**config.mk**
```make
export PLATFORM = sky130hd
export DESIGN_NAME = lzss_hist_unit
export DESIGN_NICKNAME = d
export VERILOG_FILES = /design/src/sv/lzss_pkg.sv /design/src/sv/lzss_hist_unit.sv
export SDC_FILE = /design/constraint.sdc
export NUM_CORES = 1
export LEC_CHECK = 0
export ABC_AREA = 0
export BUFFER_PORTS_ARGS = -buffer_cell sky130_fd_sc_hd__buf_2
export CAP_MARGIN = 30
export CORE_ASPECT_RATIO = 0.7
export CORE_MARGIN = 2
export CORE_UTILIZATION = 40
export CTS_BUF_LIST = sky130_fd_sc_hd__clkbuf_16
export CTS_CLUSTER_SIZE = 40
export DETAILED_ROUTE_END_ITERATION = 10
export PLACE_DENSITY_LB_ADDON = 0.25
export SYNTH_ARGS = -nofsm -noshare
export SYNTH_HDL_FRONTEND = slang
export SYNTH_SLANG_ARGS = --single-unit
```
**constraint.sdc**
```tcl
create_clock -name clk -period 2.61 [get_ports clk]
set_clock_uncertainty 0.1 [all_clocks]
set_input_delay 0.3915 -clock clk [delete_from_list [all_inputs] [get_ports clk]]
set_output_delay 0.3915 -clock clk [all_outputs]
set_load 0.05 [all_outputs]
```
**src/sv/lzss_pkg.sv**
```systemverilog
// shared types and constants for the lzss decompressor
package lzss_pkg;

  localparam int CountWidth = 24;
  localparam int CfgWidth   = 24;
  localparam int RingAw     = 12;
  localparam int RingDepth  = 4096;
  localparam int DistW      = RingAw + 1;
  localparam int RemainW    = 5;

  localparam logic [3:0]         FlagCount = 4'd8;
  localparam logic [RemainW-1:0] LenBias   = 5'd2;

  // input word: one compressed byte
  typedef struct packed {
    logic [7:0] in_byte;
    logic       stream_start;
  } in_word_t;

  // output word: one decompressed byte
  typedef struct packed {
    logic [7:0] out_byte;
    logic       run_last;
    logic       stream_done;
  } out_word_t;

  // commands to the history unit
  typedef struct packed {
    logic clear;
    logic advance;
  } hist_cmd_t;

  // status from the history unit
  typedef struct packed {
    logic full;
    logic limit_zero;
    logic last_fill;
    logic beyond;
  } hist_stat_t;

endpackage

```
**src/sv/lzss_hist_unit.sv**
```systemverilog
// history pointer, produced count, copy address and limit compares
module lzss_hist_unit (
  input  logic                          clk,
  input  logic                          rst_n,
  input  logic [lzss_pkg::CountWidth-1:0] limit,
  input  lzss_pkg::hist_cmd_t           cmd,
  input  logic [lzss_pkg::RingAw-1:0]   dist_raw,
  output logic [lzss_pkg::RingAw-1:0]   rd_addr,
  output logic [lzss_pkg::RingAw-1:0]   wr_addr,
  output lzss_pkg::hist_stat_t          status
);
  import lzss_pkg::*;

  localparam int CmpW = (CountWidth > DistW) ? CountWidth : DistW;

  logic [RingAw-1:0]     wp_r, wp_nxt;
  logic [CountWidth-1:0] produced_r, produced_nxt;
  logic [DistW-1:0]      dist_full;

  // pointer and count update
  always_comb begin
    wp_nxt       = wp_r;
    produced_nxt = produced_r;
    if (cmd.clear) begin
      wp_nxt       = '0;
      produced_nxt = '0;
    end else if (cmd.advance) begin
      wp_nxt       = wp_r + 1'b1;
      produced_nxt = produced_r + 1'b1;
    end
  end

  always_ff @(posedge clk) begin
    if (!rst_n) begin
      wp_r       <= '0;
      produced_r <= '0;
    end else begin
      wp_r       <= wp_nxt;
      produced_r <= produced_nxt;
    end
  end

  // distance zero stands for a full ring
  assign dist_full = (dist_raw == '0) ? DistW'(RingDepth) : DistW'(dist_raw);

  // copy source wraps around the ring
  assign rd_addr = wp_r - dist_raw;
  assign wr_addr = wp_r;

  // limit and distance compares
  assign status.full       = (produced_r >= limit);
  assign status.limit_zero = (limit == '0);
  assign status.last_fill  = ((produced_r + 1'b1) == limit);
  assign status.beyond     = (CmpW'(dist_full) > CmpW'(produced_r));

endmodule

```
==> impl_results.md <==
- Worst-margin pin slew: 0.536 ns
- Commonest register cell after synthesis: dfxtp_1
- Fin crit period: 2.94 ns
- Max clock buf depth: 2
- #FFs+latches synth: 36
- Comb power frac: 0.262
- CTS clk-pin slew, worst paths: 0.06 ns
- Highest routed layer: met4
- First-pass GRT wire length: 20600 um
- WP buf/inv: 1
- Residual DRC count: 0
- Cell variety after synth: 61
- Sequential-to-total area share from yosys stat: 0.183
- Ports: 68
- Layout cell share with drive strength beyond 1: 0.409
- CP endpoint kind: primary output
- DRT Pass-1 Iters: 5
- Iter 0 DRT Violations: 282
- CTS tree: done
- Vias in the first global route: 4299
- Final core utilization: 0.628
- Power per Cell Area: 283 nW/um^2
- Hold_buf cts: 0
- WS Path Type: flop to primary output
- CTS Buf Count: 5
- Sinks on the clock net: 36
- Overall Power: 1.71 mW
- Post-synth top area share: 0.183
- Sw frac: 0.304
- Ys Warns: 0
- Max_cap viols: 0
- Die height: 87.1 um
- Post-Syn Area: 3950 um^2
- Period utilization: 1.13
- Routed wire length on met2: 5640 um
- Post-synth ARST share: 0
- Met1 wire length: 6280 um
- Syn Nets: 611
- Max-slew violations: 0
- DR vias: 4356
- Worst-Skew Late Latency: 0.29 ns
- Area delta synth->final: 53.5%
- Floorplan Core Area: 9650 um^2
- Row cnt: 30
- CP peak stage delay: 0.51 ns
- Final setup viols: 6
- Violated checks: negative setup slack
- Relative slew slack: 0.639
- Total congestion overflow: 0
- Cell taking the most area after synthesis: dfxtp_1
- Status: finished with violations
- Die Span X: 123 um
- Mapped Cells: 520
- DR WL/cell: 15.8 um
- Fin nets: 777
- Maximum vdd drop: 219 uV
- PortBufs: 67
- Clk pwr share: 0.417
- Initial antenna violation count: 0
- Sequential share of power: 0.321
- Clock Tree Root: clkbuf_16
- Final Wtd Congestion: 0.947
- Die footprint: 10700 um^2
- Cells taking the most area after synthesis: dfxtp_1 18%, ha_1 16%, xor2_1 7.5%
- Tightest Hold Check Type: flop to flop
- Fin. Hold Viols: 0
- Delay-heaviest family, CP: simple AND/OR/NAND/NOR gates
- Worst slack at placement: -0.352 ns
- Leak Pwr: 2.78 nW
- Worst EP arrival: 2.45 ns
- Post-synth top cells: 57 x inv_1, 50 x ha_1, 50 x nor2_1, 36 x dfxtp_1, 34 x xor2_1
- Final WL: 12900 um
- Clock H-tree levels: 2
- Crit path max fanout: 4
- Slowest cell on the critical path: or4b_4
- Antenna Cells: 0
- CP cell instances: ha_4 > xor2_2 > a211oi_2 > and4_1 > o221ai_2 > or4b_4 > nor4_4 > buf_6
- Routed vias/inst: 5.34
- Post-route ant nets: 0
- Synth Area per Inst: 7.59 um^2
- Internal power: 1.19 mW
- Starting Density: 0.409
- Psw: 521 uW
- Cells after DPL: 796
- Gr usage total: 0.241
- Largest net degree at the start of global routing: 37
- Post-synth EDFFs: 0
- Hold Slack: 0.439 ns
- Crit path launch type: flop
- DP HPWL: 9880 um
- RSZ-0062 raised after global routing: yes
- Met3 WL: 850 um
- Worst setup margin: -0.328 ns
- Max Fclk: 340 MHz
- Post-route insts no fill: 815
- Most common cell in the synthesized netlist: inv_1
- Worst Path Required: 2.12 ns
## final timing paths
path / cells past startpoint / slack [ns] / startpoint / to
setup / recovery: 8 / -0.33 / produced_r[0]$_SDFFE_PP0P_ / status[1]
hold / removal: 2 / 0.44 / wr_addr[7]$_SDFFE_PP0P_ / wr_addr[7]$_SDFFE_PP0P_
setup reg to reg: 8 / 0.71 / produced_r[6]$_SDFFE_PP0P_ / produced_r[22]$_SDFFE_PP0P_
hold reg to reg: 2 / 0.44 / wr_addr[7]$_SDFFE_PP0P_ / wr_addr[7]$_SDFFE_PP0P_
## power by group through the flow
| stage | sequential [mW] | combinational, mW | clock, mW |
|---|---|---|---|
| after floorplan | 0.569 | 0.222 | 0 |
| after global placement | 0.564 | 0.372 | 0 |
| after detailed placement | 0.564 | 0.379 | 0 |
| after CTS | 0.549 | 0.422 | 0.720 |
| after global routing | 0.549 | 0.488 | 0.751 |
| final | 0.549 | 0.449 | 0.715 |
## stage by stage
stage	TNS [ns]	cell area, um^2
finish	-1.07	6060
global placement	-1.19	5250
floorplan	-0.324	4100
detailed placement	-1.76	5250
global route	-1.73	6060
CTS	-1.05	5780
## cell families (layout without fill, tap and decap cells)
| logic type | Yosys count | count (layout) | synth area share |
|---|---|---|---|
| and+or+nand+nor | 207 | 207 | 0.283 |
| buffers and inverters | 81 | 248 | 0.0875 |
| AOI/OAI and AO/OA | 74 | 74 | 0.124 |
| xor gates and xnor gates | 67 | 67 | 0.149 |
| adders and majority gates | 51 | 51 | 0.164 |
| DFF | 36 | 36 | 0.183 |
| muxes | 4 | 4 | 0.0101 |
## routing by layer
layer | vias up | track usage
li1 | 2147 | -
met2 | 143 | 0.369
met4 | 0 | 0.0334
met3 | 12 | 0.0393
met1 | 2054 | 0.361
met5 | - | 0
## tightest hold or removal path: stages, from the launching register on
cell     delay, ns
dfxtp_2       0.36
xor2_1        0.07
nor2_1        0.07
## flip-flops by register name (all words and copies together), names as in the netlist
name and count:
produced_r 24, wr_addr 12
## placed cells by master (no fill, tap or decap), drive strengths merged, types with 2 or more instances in the layout
cell and n:
a311oi 2, nor4 16, a21oi 21, and3 13, mux2i 4, nor2 50, nand3 27, nor2b 4
a21o 7, or3 3, a31oi 2, nor3 12, nand4 19, a2111oi 2, xnor2 33, o211ai 3
or2 2, nand2b 8, o31ai 2, nor3b 2, o21ai 15, o311ai 2, and4 7, a211oi 5
xor2 34, ha 50, dfxtp 36, inv 57, or4 3, nand2 31, and2 7, clkbuf 5
buf 183, o21a 2
## area by class of cell
cell class / instances / area (um^2)
fillers: 793 / 3590
multi-input cells: 403 / 3420
repair buffers: 183 / 1340
flip-flops and latches: 36 / 756
inverters: 57 / 216
well taps: 128 / 160
clock buffers: 5 / 125
clock inverters: 3 / 42.5
## what timing repair did
action / 4_1_cts / 5_1_grt
pin swaps: 26 / 23
cloned: 0 / 0
endpoints found under the setup margin: 10 / 11
resized for setup: 72 / 39
setup buffers: 8 / 3
(Power assumes the default switching activity.)
